### src/hdl/ucp_pkg.sv
// ucp_pkg: shared types and constants of the uri component parser
// parse phases, component kinds, verdict codes, result record, character class
// no dependencies
`timescale 1ns / 1ps
`default_nettype none

package ucp_pkg;

	typedef enum logic [14:0] {
		PH_FIRST          = 15'h0001,
		PH_SCHEME_OR_PORT = 15'h0002,
		PH_SLASH2         = 15'h0004,
		PH_AUTH_START     = 15'h0008,
		PH_AUTH           = 15'h0010,
		PH_HOST_START     = 15'h0020,
		PH_HOST           = 15'h0040,
		PH_PORT_START     = 15'h0080,
		PH_PORT           = 15'h0100,
		PH_PATH           = 15'h0200,
		PH_QUERY_START    = 15'h0400,
		PH_QUERY          = 15'h0800,
		PH_FRAG_START     = 15'h1000,
		PH_FRAG           = 15'h2000,
		PH_DEAD           = 15'h4000
	} phase_t;

	localparam logic [2:0] K_NONE   = 3'd0;
	localparam logic [2:0] K_SCHEME = 3'd1;
	localparam logic [2:0] K_USER   = 3'd2;
	localparam logic [2:0] K_HOST   = 3'd3;
	localparam logic [2:0] K_PORT   = 3'd4;
	localparam logic [2:0] K_PATH   = 3'd5;
	localparam logic [2:0] K_QUERY  = 3'd6;
	localparam logic [2:0] K_FRAG   = 3'd7;

	localparam logic [1:0] ST_PARSING  = 2'd0;
	localparam logic [1:0] ST_ACCEPTED = 2'd1;
	localparam logic [1:0] ST_REJECTED = 2'd2;

	localparam logic [7:0] CH_COLON = 8'h3A;
	localparam logic [7:0] CH_AT    = 8'h40;
	localparam logic [7:0] CH_SLASH = 8'h2F;
	localparam logic [7:0] CH_QUEST = 8'h3F;
	localparam logic [7:0] CH_HASH  = 8'h23;
	localparam logic [7:0] CH_PCT   = 8'h25;

	// saturation point of the port accumulator
	localparam logic [16:0] PORT_CAP = 17'd65536;

	// result queue depth, entries
	localparam int unsigned QDEPTH = 4;

	typedef struct packed {
		logic [2:0]  comp_kind;
		logic [11:0] comp_start;
		logic [12:0] comp_end;
		logic [15:0] port_value;
		logic [1:0]  status;
		logic        is_last;
	} res_t;

	function automatic logic char_valid(input logic [7:0] c);
		logic ok;
		ok = 1'b0;
		if ((c >= 8'h61 && c <= 8'h7A) || (c >= 8'h41 && c <= 8'h5A) ||
			(c >= 8'h30 && c <= 8'h39))
			ok = 1'b1;
		case (c)
			8'h2D, 8'h5F, 8'h2E, 8'h7E, 8'h21, 8'h2A, 8'h27, 8'h28, 8'h29,
			8'h3B, CH_COLON, CH_AT, 8'h26, 8'h3D, 8'h2B, 8'h24, 8'h2C,
			CH_SLASH, CH_QUEST, CH_HASH, 8'h5B, 8'h5D, CH_PCT: ok = 1'b1;
			default: ;
		endcase
		return ok;
	endfunction

endpackage

`default_nettype wire

### src/hdl/ucp_core.sv
// ucp_core: parse state registers and the per-character transition logic
// produces up to two result records per accepted character; uses ucp_pkg
`timescale 1ns / 1ps
`default_nettype none

module ucp_core import ucp_pkg::*; #(
	parameter int unsigned MAX_LEN = 4096
) (
	input  wire logic       clk,
	input  wire logic       arst_n,
	input  wire logic       fire,
	input  wire logic [7:0] ch,
	input  wire logic       is_end,
	output res_t            res0,
	output res_t            res1,
	output logic [1:0]      n_res
);

	localparam int unsigned POS_W = $clog2(MAX_LEN + 1);
	localparam logic [POS_W-1:0] POS_MAX = POS_W'(MAX_LEN);

	phase_t           phase_q, phase_d;
	logic [POS_W-1:0] pos_q, pos_d;
	logic [POS_W-1:0] tok_q, tok_d;
	logic [POS_W-1:0] colon_q, colon_d;
	logic             colon_seen_q, colon_seen_d;
	logic [16:0]      acc_q, acc_d;
	logic             stopped_q, stopped_d;
	logic             dseen_q, dseen_d;

	logic        is_dig;
	logic        v;
	logic [19:0] acc_sum;
	logic [16:0] acc_add;
	logic [16:0] acc_first;
	logic        port_ok;
	logic        bad;
	logic [1:0]  st;

	function automatic res_t mk(input logic [2:0] k, input logic [POS_W-1:0] s,
		input logic [POS_W-1:0] e, input logic [16:0] pv);
		res_t r;
		logic [POS_W+12:0] se;
		logic [POS_W+12:0] ee;
		se = {13'd0, s};
		ee = {13'd0, e};
		r = '0;
		r.comp_kind  = k;
		r.comp_start = se[11:0];
		r.comp_end   = ee[12:0];
		r.port_value = pv[15:0];
		return r;
	endfunction

	assign is_dig    = (ch >= 8'h30) && (ch <= 8'h39);
	assign v         = char_valid(ch);
	assign acc_sum   = {acc_q, 3'b000} + {2'b00, acc_q, 1'b0} + {16'd0, ch[3:0]};
	assign acc_add   = (acc_sum > {3'd0, PORT_CAP}) ? PORT_CAP : acc_sum[16:0];
	assign acc_first = {13'd0, ch[3:0]};
	assign port_ok   = dseen_q && !acc_q[16];

	always_comb begin
		phase_d      = phase_q;
		pos_d        = pos_q;
		tok_d        = tok_q;
		colon_d      = colon_q;
		colon_seen_d = colon_seen_q;
		acc_d        = acc_q;
		stopped_d    = stopped_q;
		dseen_d      = dseen_q;
		res0         = '0;
		res1         = '0;
		n_res        = 2'd0;
		bad          = 1'b0;
		st           = ST_PARSING;

		if (fire) begin
			if (is_end) begin
				case (phase_q)
					PH_FIRST: begin
						if (pos_q == '0) bad = 1'b1;
						else begin
							res0 = mk(K_HOST, tok_q, pos_q, '0);
							n_res = 2'd1;
						end
					end
					PH_AUTH: begin
						if (colon_seen_q) begin
							if (!port_ok) bad = 1'b1;
							else begin
								res0 = mk(K_HOST, tok_q, colon_q, '0);
								res1 = mk(K_PORT, colon_q + 1'b1, pos_q, acc_q);
								n_res = 2'd2;
							end
						end else begin
							res0 = mk(K_HOST, tok_q, pos_q, '0);
							n_res = 2'd1;
						end
					end
					PH_HOST: begin
						res0 = mk(K_HOST, tok_q, pos_q, '0);
						n_res = 2'd1;
					end
					PH_PORT: begin
						if (port_ok) begin
							res0 = mk(K_PORT, tok_q, pos_q, acc_q);
							n_res = 2'd1;
						end else bad = 1'b1;
					end
					PH_PATH: begin
						res0 = mk(K_PATH, tok_q, pos_q, '0);
						n_res = 2'd1;
					end
					PH_QUERY: begin
						res0 = mk(K_QUERY, tok_q, pos_q, '0);
						n_res = 2'd1;
					end
					PH_FRAG: begin
						res0 = mk(K_FRAG, tok_q, pos_q, '0);
						n_res = 2'd1;
					end
					default: bad = 1'b1;
				endcase
				st = bad ? ST_REJECTED : ST_ACCEPTED;
			end else if (phase_q == PH_DEAD) begin
				// dead until the end marker
			end else if (pos_q >= POS_MAX) begin
				bad = 1'b1;
			end else begin
				case (phase_q)
					PH_FIRST: begin
						if (ch == CH_SLASH) begin
							res0 = mk(K_HOST, tok_q, pos_q, '0);
							n_res = 2'd1;
							tok_d = pos_q;
							phase_d = PH_PATH;
						end else if (ch == CH_COLON) begin
							colon_d = pos_q;
							phase_d = PH_SCHEME_OR_PORT;
						end else if (ch == CH_QUEST || ch == CH_HASH || !v) begin
							bad = 1'b1;
						end
					end
					PH_SCHEME_OR_PORT: begin
						if (is_dig) begin
							res0 = mk(K_HOST, tok_q, colon_q, '0);
							n_res = 2'd1;
							acc_d = acc_first;
							stopped_d = 1'b0;
							dseen_d = 1'b1;
							tok_d = pos_q;
							phase_d = PH_PORT;
						end else begin
							res0 = mk(K_SCHEME, tok_q, colon_q, '0);
							n_res = 2'd1;
							if (ch == CH_SLASH) phase_d = PH_SLASH2;
							else if (ch == CH_QUEST) phase_d = PH_QUERY_START;
							else if (ch == CH_HASH) phase_d = PH_FRAG_START;
							else bad = 1'b1;
						end
					end
					PH_SLASH2: begin
						if (ch == CH_SLASH) phase_d = PH_AUTH_START;
						else bad = 1'b1;
					end
					PH_AUTH_START: begin
						if (ch == CH_SLASH) begin
							tok_d = pos_q;
							phase_d = PH_PATH;
						end else if (ch == CH_AT || !v) begin
							bad = 1'b1;
						end else begin
							tok_d = pos_q;
							colon_seen_d = (ch == CH_COLON);
							colon_d = pos_q;
							acc_d = '0;
							stopped_d = 1'b0;
							dseen_d = 1'b0;
							phase_d = PH_AUTH;
						end
					end
					PH_AUTH: begin
						if (!v) begin
							bad = 1'b1;
						end else if (ch == CH_AT) begin
							res0 = mk(K_USER, tok_q, pos_q, '0);
							n_res = 2'd1;
							colon_seen_d = 1'b0;
							acc_d = '0;
							stopped_d = 1'b0;
							dseen_d = 1'b0;
							phase_d = PH_HOST_START;
						end else if (ch == CH_SLASH) begin
							if (colon_seen_q) begin
								if (!port_ok) bad = 1'b1;
								else begin
									res0 = mk(K_HOST, tok_q, colon_q, '0);
									res1 = mk(K_PORT, colon_q + 1'b1, pos_q, acc_q);
									n_res = 2'd2;
								end
							end else begin
								res0 = mk(K_HOST, tok_q, pos_q, '0);
								n_res = 2'd1;
							end
							tok_d = pos_q;
							phase_d = PH_PATH;
						end else if (!colon_seen_q) begin
							if (ch == CH_COLON) begin
								colon_seen_d = 1'b1;
								colon_d = pos_q;
							end
						end else if (!stopped_q) begin
							if (is_dig) begin
								acc_d = acc_add;
								dseen_d = 1'b1;
							end else stopped_d = 1'b1;
						end
					end
					PH_HOST_START: begin
						if (ch == CH_COLON || ch == CH_SLASH || !v) bad = 1'b1;
						else begin
							tok_d = pos_q;
							phase_d = PH_HOST;
						end
					end
					PH_HOST: begin
						if (!v) begin
							bad = 1'b1;
						end else if (ch == CH_COLON) begin
							res0 = mk(K_HOST, tok_q, pos_q, '0);
							n_res = 2'd1;
							phase_d = PH_PORT_START;
						end else if (ch == CH_SLASH) begin
							res0 = mk(K_HOST, tok_q, pos_q, '0);
							n_res = 2'd1;
							tok_d = pos_q;
							phase_d = PH_PATH;
						end
					end
					PH_PORT_START: begin
						if (is_dig) begin
							acc_d = acc_first;
							stopped_d = 1'b0;
							dseen_d = 1'b1;
							tok_d = pos_q;
							phase_d = PH_PORT;
						end else bad = 1'b1;
					end
					PH_PORT: begin
						if (is_dig) begin
							acc_d = acc_add;
							dseen_d = 1'b1;
						end else if (ch == CH_SLASH && port_ok) begin
							res0 = mk(K_PORT, tok_q, pos_q, acc_q);
							n_res = 2'd1;
							tok_d = pos_q;
							phase_d = PH_PATH;
						end else bad = 1'b1;
					end
					PH_PATH: begin
						if (!v) begin
							bad = 1'b1;
						end else if (ch == CH_QUEST || ch == CH_HASH) begin
							res0 = mk(K_PATH, tok_q, pos_q, '0);
							n_res = 2'd1;
							phase_d = (ch == CH_QUEST) ? PH_QUERY_START : PH_FRAG_START;
						end
					end
					PH_QUERY_START: begin
						if (ch == CH_HASH) begin
							res0 = mk(K_QUERY, pos_q, pos_q, '0);
							n_res = 2'd1;
							phase_d = PH_FRAG_START;
						end else if (!v) begin
							bad = 1'b1;
						end else begin
							tok_d = pos_q;
							phase_d = PH_QUERY;
						end
					end
					PH_QUERY: begin
						if (!v) begin
							bad = 1'b1;
						end else if (ch == CH_HASH) begin
							res0 = mk(K_QUERY, tok_q, pos_q, '0);
							n_res = 2'd1;
							phase_d = PH_FRAG_START;
						end
					end
					PH_FRAG_START: begin
						if (!v) bad = 1'b1;
						else begin
							tok_d = pos_q;
							phase_d = PH_FRAG;
						end
					end
					PH_FRAG: begin
						if (!v) bad = 1'b1;
					end
					default: bad = 1'b1;
				endcase
				pos_d = pos_q + 1'b1;
			end

			if (bad) begin
				n_res = 2'd0;
				st = ST_REJECTED;
				phase_d = PH_DEAD;
			end
			// verdict with nothing closed still gets one record
			if (st != ST_PARSING && n_res == 2'd0) begin
				res0 = '0;
				n_res = 2'd1;
			end
			res0.status  = st;
			res1.status  = st;
			res0.is_last = (n_res == 2'd1);
			res1.is_last = (n_res == 2'd2);

			if (is_end) begin
				phase_d      = PH_FIRST;
				pos_d        = '0;
				tok_d        = '0;
				colon_d      = '0;
				colon_seen_d = 1'b0;
				acc_d        = '0;
				stopped_d    = 1'b0;
				dseen_d      = 1'b0;
			end
		end
	end

	always_ff @(posedge clk or negedge arst_n) begin
		if (!arst_n) begin
			phase_q      <= PH_FIRST;
			pos_q        <= '0;
			tok_q        <= '0;
			colon_q      <= '0;
			colon_seen_q <= 1'b0;
			acc_q        <= '0;
			stopped_q    <= 1'b0;
			dseen_q      <= 1'b0;
		end else begin
			phase_q      <= phase_d;
			pos_q        <= pos_d;
			tok_q        <= tok_d;
			colon_q      <= colon_d;
			colon_seen_q <= colon_seen_d;
			acc_q        <= acc_d;
			stopped_q    <= stopped_d;
			dseen_q      <= dseen_d;
		end
	end

endmodule

`default_nettype wire

### src/hdl/ucp_res_queue.sv
// ucp_res_queue: small result queue, takes up to two records per cycle, gives
// one while out_ready is high; uses ucp_pkg for the record type and depth
`timescale 1ns / 1ps
`default_nettype none

module ucp_res_queue import ucp_pkg::*; (
	input  wire logic       clk,
	input  wire logic       arst_n,
	input  wire logic [1:0] n_push,
	input  res_t            push0,
	input  res_t            push1,
	output logic            room2,
	output logic            out_valid,
	input  wire logic       out_ready,
	output res_t            head
);

	localparam int unsigned PTR_W = $clog2(QDEPTH);
	localparam int unsigned CNT_W = $clog2(QDEPTH + 1);

	res_t             entry_q [QDEPTH];
	logic [PTR_W-1:0] wptr_q;
	logic [PTR_W-1:0] rptr_q;
	logic [CNT_W-1:0] count_q;
	logic             pop;
	logic [PTR_W-1:0] wptr_p1;

	assign out_valid = (count_q != '0);
	assign pop       = out_valid && out_ready;
	assign head      = entry_q[rptr_q];
	assign room2     = (count_q <= CNT_W'(QDEPTH - 2));
	assign wptr_p1   = wptr_q + 1'b1;

	always_ff @(posedge clk) begin
		if (n_push != 2'd0) entry_q[wptr_q] <= push0;
		if (n_push == 2'd2) entry_q[wptr_p1] <= push1;
	end

	always_ff @(posedge clk or negedge arst_n) begin
		if (!arst_n) begin
			wptr_q  <= '0;
			rptr_q  <= '0;
			count_q <= '0;
		end else begin
			wptr_q  <= wptr_q + PTR_W'(n_push);
			if (pop) rptr_q <= rptr_q + 1'b1;
			count_q <= count_q + CNT_W'(n_push) - CNT_W'(pop);
		end
	end

endmodule

`default_nettype wire

### src/hdl/uri_component_parser.sv
// uri_component_parser: top level, streaming uri splitter
// instantiates ucp_core and ucp_res_queue; uses ucp_pkg
//
// usage:
// - input channel (in_valid / in_ready): one character per transaction in ch;
//   a transaction with is_end high closes the string (ch is ignored) and the
//   parser returns to its start state for the next string
// - output channel (out_valid / out_ready): one result record per transaction;
//   a character that closes a component yields one or two records (host and
//   port close together), a rejecting character or the end marker yields at
//   least one record carrying the verdict, other characters yield none
// - is_last marks the final record of the character that produced it
// - records of a character are registered into the result queue at its
//   transaction; state update and record build happen in the same cycle
// - throughput: one character per cycle while in_ready is high; the limit is
//   the output side, which moves one record per cycle while out_ready is high,
//   via a four-entry queue; in_ready is high while it has room for two records
// - a stalled receiver drops in_ready once the queue has room for fewer than two; nothing is lost
// - reset (arst_n low) puts the parser at the first token, clears the character
//   position and the port accumulator, and empties the result queue
// - strings longer than MAX_LEN characters are rejected
`timescale 1ns / 1ps
`default_nettype none

module uri_component_parser import ucp_pkg::*; #(
	parameter int unsigned MAX_LEN = 4096
) (
	input  wire logic        clk,
	input  wire logic        arst_n,
	input  wire logic        in_valid,
	output logic             in_ready,
	input  wire logic [7:0]  ch,
	input  wire logic        is_end,
	output logic             out_valid,
	input  wire logic        out_ready,
	output logic [2:0]       comp_kind,
	output logic [11:0]      comp_start,
	output logic [12:0]      comp_end,
	output logic [15:0]      port_value,
	output logic [1:0]       status,
	output logic             is_last
);

	logic       fire;
	logic       room2;
	res_t       res0;
	res_t       res1;
	logic [1:0] n_res;
	res_t       head;

	// accept only while the queue can absorb the worst case of two records
	assign in_ready = room2;
	assign fire     = in_valid && in_ready;

	ucp_core #(
		.MAX_LEN(MAX_LEN)
	) u_core (
		.clk    (clk),
		.arst_n (arst_n),
		.fire   (fire),
		.ch     (ch),
		.is_end (is_end),
		.res0   (res0),
		.res1   (res1),
		.n_res  (n_res)
	);

	ucp_res_queue u_queue (
		.clk       (clk),
		.arst_n    (arst_n),
		.n_push    (n_res),
		.push0     (res0),
		.push1     (res1),
		.room2     (room2),
		.out_valid (out_valid),
		.out_ready (out_ready),
		.head      (head)
	);

	// record fields straight from the queue head
	assign comp_kind  = head.comp_kind;
	assign comp_start = head.comp_start;
	assign comp_end   = head.comp_end;
	assign port_value = head.port_value;
	assign status     = head.status;
	assign is_last    = head.is_last;

endmodule

`default_nettype wire
### config.mk
export PLATFORM = sky130hd
export DESIGN_NAME = uri_component_parser
export DESIGN_NICKNAME = d
export VERILOG_FILES = /design/src/hdl/ucp_pkg.sv /design/src/hdl/ucp_core.sv /design/src/hdl/ucp_res_queue.sv /design/src/hdl/uri_component_parser.sv
export SDC_FILE = /design/constraint.sdc
export NUM_CORES = 1
export LEC_CHECK = 0
export BUFFER_PORTS_ARGS = -buffer_cell sky130_fd_sc_hd__clkbuf_2
export CELL_PAD_IN_SITES_DETAIL_PLACEMENT = 0
export CELL_PAD_IN_SITES_GLOBAL_PLACEMENT = 1
export CORE_UTILIZATION = 45
export CTS_CLUSTER_DIAMETER = 120
export DETAILED_ROUTE_END_ITERATION = 6
export PLACE_DENSITY = 0.76
export REMOVE_ABC_BUFFERS = 1
export SLEW_MARGIN = 10
export SYNTH_ARGS = -nofsm -noshare
export SYNTH_HDL_FRONTEND = slang
export SYNTH_HIERARCHICAL = 1
export SYNTH_SLANG_ARGS = --single-unit
### constraint.sdc
create_clock -name clk -period 8.3 [get_ports clk]
set_input_delay 2.075 -clock clk [delete_from_list [all_inputs] [get_ports clk]]
set_output_delay 2.075 -clock clk [all_outputs]
set_load 0.01 [all_outputs]
==> results of run 1 <==
==> flip-flops by register name, summed over array words and instances (netlist names) <==
name / cells
u_core/colon_q: 13
u_core/dseen_q: 1
u_queue/wptr_q: 2
u_core/phase_q: 15
u_queue/rptr_q: 2
u_core/colon_seen_q: 1
u_core/stopped_q: 1
u_queue/entry_q: 188
u_core/pos_q: 13
u_core/acc_q: 17
u_queue/count_q: 3
u_core/tok_q: 12
==> worst max-delay path by stage <==
stage               start                endpoint  cells after the start
finish              ch[4]  u_queue/entry_q[3][21]                     12
global route        ch[4]  u_queue/entry_q[3][21]                     12
CTS                 ch[4]  u_queue/entry_q[3][21]                     12
detailed placement  ch[4]  u_queue/entry_q[3][32]                     12
global placement    ch[4]  u_queue/entry_q[3][19]                     12
floorplan           ch[7]   u_queue/entry_q[0][0]                     11
==> report_power, final <==
group | total (uW) | internal (uW) | switching [uW] | leakage (uW)
clock network | 1270 | 747 | 522 | 0.000452
logic | 1430 | 603 | 826 | 0.00411
registers | 1810 | 1610 | 197 | 0.00282
==> cell usage in the layout (no fill, tap or decap), drive strengths merged, types with 15 or more instances in the layout <==
| cell type | count |
|---|---|
| o21ai | 63 |
| xnor2 | 15 |
| mux2 | 221 |
| clkbuf | 103 |
| inv | 36 |
| nor2b | 17 |
| a21oi | 41 |
| a22oi | 45 |
| and2 | 49 |
| nand3 | 18 |
| buf | 33 |
| nand2 | 74 |
| mux4 | 47 |
| edfxtp | 188 |
| nor2 | 122 |
| nor4 | 20 |
| nor3 | 20 |
| xor2 | 21 |
| nand4 | 16 |
| ha | 40 |
| dfrtp | 79 |
==> layout make-up <==
class / count / area, sq um / share of cell area
Clock buffer: 43 / 821 / 0.0433
Clock inverter: 12 / 116 / 0.00614
Inverter: 35 / 131 / 0.00694
Multi-Input combinational cell: 1050 / 8970 / 0.473
Sequential cell: 268 / 7650 / 0.404
Tap cell: 511 / 639 / 0.0338
Timing Repair Buffer: 93 / 611 / 0.0322
==> metrics by stage <==
stage / util / setup TNS [ns] / power (uW) / hold WS (ns) / setup WS [ns]
global route: 0.503 / 0 / 4710 / 0.524 / 1.61
floorplan: - / -47.40 / 2690 / 0.482 / -1.01
detailed placement: 0.478 / 0 / 3270 / 0.497 / 1.34
global placement: 0.478 / 0 / 3250 / 0.491 / 1.33
finish: 0.503 / 0 / 4510 / 0.507 / 1.87
CTS: 0.503 / 0 / 4540 / 0.511 / 1.90
==> logic make-up after synthesis <==
family	share of synthesized area
other cells	0.000217
buf+inv	0.0400
simple gates	0.138
mux	0.219
compound gates	0.109
xor+xnor	0.0183
flops	0.444
fa+ha+maj	0.0325
==> synth_stat cells (7+ instances only) <==
cell type    n  area [sq um]
a21oi_1     41           205
mux4_2      47          1060
dfrtp_1     79          1980
mux2_1       9           101
nor4_1      17           106
nor3_1      20           100
nand3_1     18          90.1
ha_1        40           500
nand2b_1    11          68.8
nor3b_1      7          52.6
a22oi_1     45           338
a211oi_1     7          52.6
o21ai_0     61           305
nand4_1     16           100
clkbuf_1    56           210
buf_6       15           169
nor2_1     120           450
mux2_2     158          1780
and3_1       9          56.3
xnor2_1     15           131
nor2b_1     16           100
mux2_4      54           811
and2_1      49           307
or3_1       10          62.6
buf_4        7          52.6
inv_1       35           131
o211a_1     14           140
xor2_1      21           184
buf_2       22           110
nand2_1     74           278
nor4b_1     12           105
o211ai_1     9          67.6
o21a_1       9          67.6
edfxtp_1   188          5650
==> per-layer routing <==
metal / vias to the layer above / part of all wire / track usage
li1: 5630 / - / -
met1: 6173 / 0.45 / 0.332
met2: 433 / 0.47 / 0.387
met3: 79 / 0.056 / 0.0250
met4: 0 / 0.024 / 0.0732
met5: - / 0 / 0
==> qor.yml, run 1 <==
drt_iter0_markers: 1069
start_kind: "input pin"
hold_start: "u_core/tok_q[0]"
cts_tree: "done"
cap_violations: 0
coreArea_sq_um: 37700
hold_viol: 0
vias: 12315
grt_first_pass_wirelength_mm: 71.8
min_period_ns: 6.43
synth_flop_cell: "edfxtp_1"
post_cts_buffers: 0
crit_fanout: 28
cts_buffer_depth: 3
fin_crit_sh: 0.775
reg2regPathDepth: 12
cts_htree_levels: 1
fin_skew_ns: 0.0111
fill_cells: 3383
initial_core_util: 0.458
hold_path_depth: 1
grt_remaining_overflow: 0
timing.rr.start: "u_core/phase_q[9]"
clkLatencyLatePin_ns: 0.54
power_density_nw_per_um2: 238
cts-root-buf: "clkbuf_16"
synthCells: 1456
final_cells: 2012
setup_viol: 0
wl_mm: 46.3
numCtsBuffers: 30
wl_per_cell_um: 23.0
slowest_stage: "and4bb_4"
min_to: "u_core/tok_q[0]"
synth-seq-cells: 268
place_hpwl_mm: 31.1
antenna_found_initial: 0
cts_hold_buffers: 0
grt_use_total: 0.237
fin_area_sq_um: 18900
drc: 0
placedCellCount: 1957
grt_pass1_vias: 12448
cts.clk_slew.worst_paths_ns: 0.06
synth_edf_count: 188
place.gp.congestion: 0.949
final_layout_size_suffix_gt1_frac: 0.287
placed_area_sq_um: 18000
fp.dieH_um: 198
grt_max_degree: 65
slew_headroom: 0.152
crit_type: "input pin to register"
worst_slew_pin_slew_ns: 1.26
dieArea_sq_um: 39100
power.leakage_uw: 0.00738
postRouteAntennaNets: 0
cts_sinks: 268
synth_area_per_cell_sq_um: 11.8
hp-class: "register to register"
rows: 71
routed_via_density: 6.12
slew_violations: 0
cp.arrival_ns: 6.72
critPathMaxStageDelay_ns: 0.85
diodes: 0
async_flop_share: 0.299
ys_types: 93
dr.pass1.iters: 5
outcome: "completed"
crit_family: "simple AND/OR/NAND/NOR gates"
io_buffer_count: 61
endpoint_kind: "register"
syn2layout_area_growth_pct: 9.84
ys.warnings.count: 6
fmax_mhz: 156
cts_resized: 0
required_ns: 8.59
nets: 1534
netlist_area_sq_um: 17200
critPathBufInv: 2
synth-seq-area-share: 0.444
die_w_um: 198
reg2reg_to: "u_queue/entry_q[1][26]"
ios: 62
ir_worst_vdd_mv: 0.134
ff2ff_setup_slack_ns: 2.76
grt_setup_unrepaired: "no"
path_cells: "clkbuf_2 > or3_1 > nor4_2 > nor3_1 > nand4_1 > o211ai_1 > o32ai_2 > nor2_1 > o21a_1 > and4bb_4 > buf_12 > mux2_4"
No activity file was read; power rests on OpenSTA's default activity.
==> run 2, diff against run 1 <==
- clock period: 8.3 -> 6.67 ns (I/O delays scaled with it)
==> run 2 against run 1 <==
Power grew 25%; routed wire length grew 0.52%; sequential cell count is the same; register-to-register slack lost 1.1 ns; die area is the same; setup slack lost 0.77 ns; sequential share of layout area shrank 0.44 points; first-iteration DRC count shrank 6.7%; non-clock buffer count grew 20; hold slack gained 0.0018 ns; clock skew grew 0.0049 ns; critical endpoint is now u_queue/entry_q[0][16]; cell count grew 0.94%.
==> qor.yml, run 2 (synthesis results as in run 1) <==
critPathBufInv: 3  # +1
drt_iter0_markers: 997  # -6.7%
cts_htree_levels: 1  # unchanged
fin_skew_ns: 0.0160  # +0.00485 ns
min_period_ns: 5.57
nets: 1553  # +1.2%
antenna_found_initial: 0  # unchanged
slew_violations: 0  # unchanged
crit_fanout: 22  # -21%
cts.clk_slew.worst_paths_ns: 0.06  # about the same
wl_per_cell_um: 22.9  # -0.42%
post_cts_buffers: 0  # unchanged
io_buffer_count: 61  # unchanged
endpoint_kind: "register"
grt_first_pass_wirelength_mm: 72.2  # +0.54%
mostFrequentLayoutCells: "edfxtp_1, mux2_2, nor2_1"
power_density_nw_per_um2: 294  # +24%
fin_crit_sh: 0.835
required_ns: 6.92  # -1.67 ns
dieArea_sq_um: 39100  # unchanged
final_layout_size_suffix_gt1_frac: 0.299  # +0.0122
cts_resized: 0  # unchanged
syn2layout_area_growth_pct: 11.0
cts_tree: "done"
grt_use_total: 0.240  # +0.00296
setup_viol: 0  # unchanged
crit_family: "compound AO/OA/AOI/OAI gates"
fmax_mhz: 180
crit_type: "input pin to register"
slowest_stage: "nor4_2"
reg.largest.list: "u_queue/entry_q x188, u_core/acc_q x17, u_core/phase_q x15"
crit_path_frequent_cell: "buf_4"
cts-root-buf: "clkbuf_16"
postRouteAntennaNets: 0  # unchanged
grt_remaining_overflow: 0  # unchanged
drc: 0  # unchanged
cts_hold_buffers: 0  # unchanged
hold_viol: 0  # unchanged
ir_worst_vdd_mv: 0.219  # +63%
coreArea_sq_um: 37700  # unchanged
final_common_cell: "edfxtp_1"
place_hpwl_mm: 31.5  # +1.2%
place.gp.congestion: 0.947  # -0.18%
cts_buffer_depth: 3  # unchanged
slew_headroom: 0.203  # +0.0504
start_kind: "input pin"
utilization: 0.508  # +0.00551
grt_max_degree: 58  # -11%
clkLatencyLatePin_ns: 0.56  # +0.02 ns
vias: 12350  # +0.28%
grt_setup_unrepaired: "no"
worst_slew_pin_slew_ns: 1.19  # -0.0652 ns
rows: 71  # unchanged
critPathMaxStageDelay_ns: 0.72  # -0.13 ns
regMostFlops: "u_queue/entry_q"
fp.dieH_um: 198  # unchanged
fill_cells: 3347  # -1.1%
largest_reg_flops: 188  # unchanged
wl_mm: 46.5  # +0.52%
cap_violations: 0  # unchanged
cp.arrival_ns: 5.82  # -0.90 ns
hp-class: "register to register"
dr.pass1.iters: 5  # unchanged
initial_core_util: 0.458  # unchanged
outcome: "completed"
cts_sinks: 268  # unchanged
routed_via_density: 6.08  # -0.65%
path_cells: "clkbuf_2 > or3_1 > nor4_2 > nor3_1 > nand4_1 > o211ai_1 > o32ai_2 > buf_4 > nor2b_4 > a21oi_1 > o21a_1 > o21bai_1 > o21ai_4 > buf_4"
ios: 62  # unchanged
fin_total_pwr_uw: 5630  # +25%
grt_pass1_vias: 12223  # -1.8%
numCtsBuffers: 29  # -3.3%
diodes: 0  # unchanged
die_w_um: 198  # unchanged
power.leakage_uw: 0.00750  # +1.6%
[run 2: cell types whose count changed in the layout (fill, tap and decap cells not counted), sizes merged]
cell,change
bufinv,+1
buf,+20
inv,+1
clkbuf,-8
clkinv,+5
[run 2: area by class of cell]
class                      instances  area, sq um  share of cell area
multi-input combinational       1050         8970               0.468
sequential                       268         7650               0.400
timing repair buffer             113          823              0.0430
clock buffer                      35          748              0.0391
tap                              511          639              0.0334
clock inverter                    19          181             0.00948
inverter                          35          131             0.00686
[run 2: final timing paths]
| path | start | endpoint | slack [ns] | cells after the start |
|---|---|---|---|---|
| worst max-delay path | ch[4] | u_queue/entry_q[0][16] | 1.10 | 14 |
| worst min-delay path | u_core/tok_q[3] | u_core/tok_q[3] | 0.51 | 1 |
| worst max register to register | u_core/phase_q[0] | u_queue/entry_q[2][24] | 1.62 | 13 |
| worst min register to register | u_core/tok_q[3] | u_core/tok_q[3] | 0.51 | 1 |
| max in group asynchronous | arst_n | u_core/phase_q[11] | 4.52 | 2 |
| min in group asynchronous | arst_n | u_core/acc_q[10] | 1.03 | 1 |
[run 2: power breakdown]
part           internal, uW  total (uW)  switching [uW]
logic                   777        1830            1050
clock network           917        1590             675
registers              2010        2210             206
total                  3700        5630            1930
[run 2: metrics by stage]
stage               hold WS (ns)  setup TNS, ns  setup slack (ns)  cell area, sq um  std cells
floorplan                  0.482        -177.90             -2.23             16700       1353
global placement           0.491              0             0.572             18200       1977
detailed placement         0.496              0             0.605             18200       1977
CTS                        0.510              0              1.18             19100       2031
global route               0.517              0             0.792             19100       2031
finish                     0.509              0              1.10             19100       2031
[run 2: metal layers]
layer | track usage | wire length (um) | vias to the layer above
li1 | - | - | 5679
met2 | 0.382 | 21400 | 406
met3 | 0.0351 | 2740 | 84
met4 | 0.0678 | 1120 | 0
met5 | 0 | 0 | -
met1 | 0.341 | 21200 | 6181
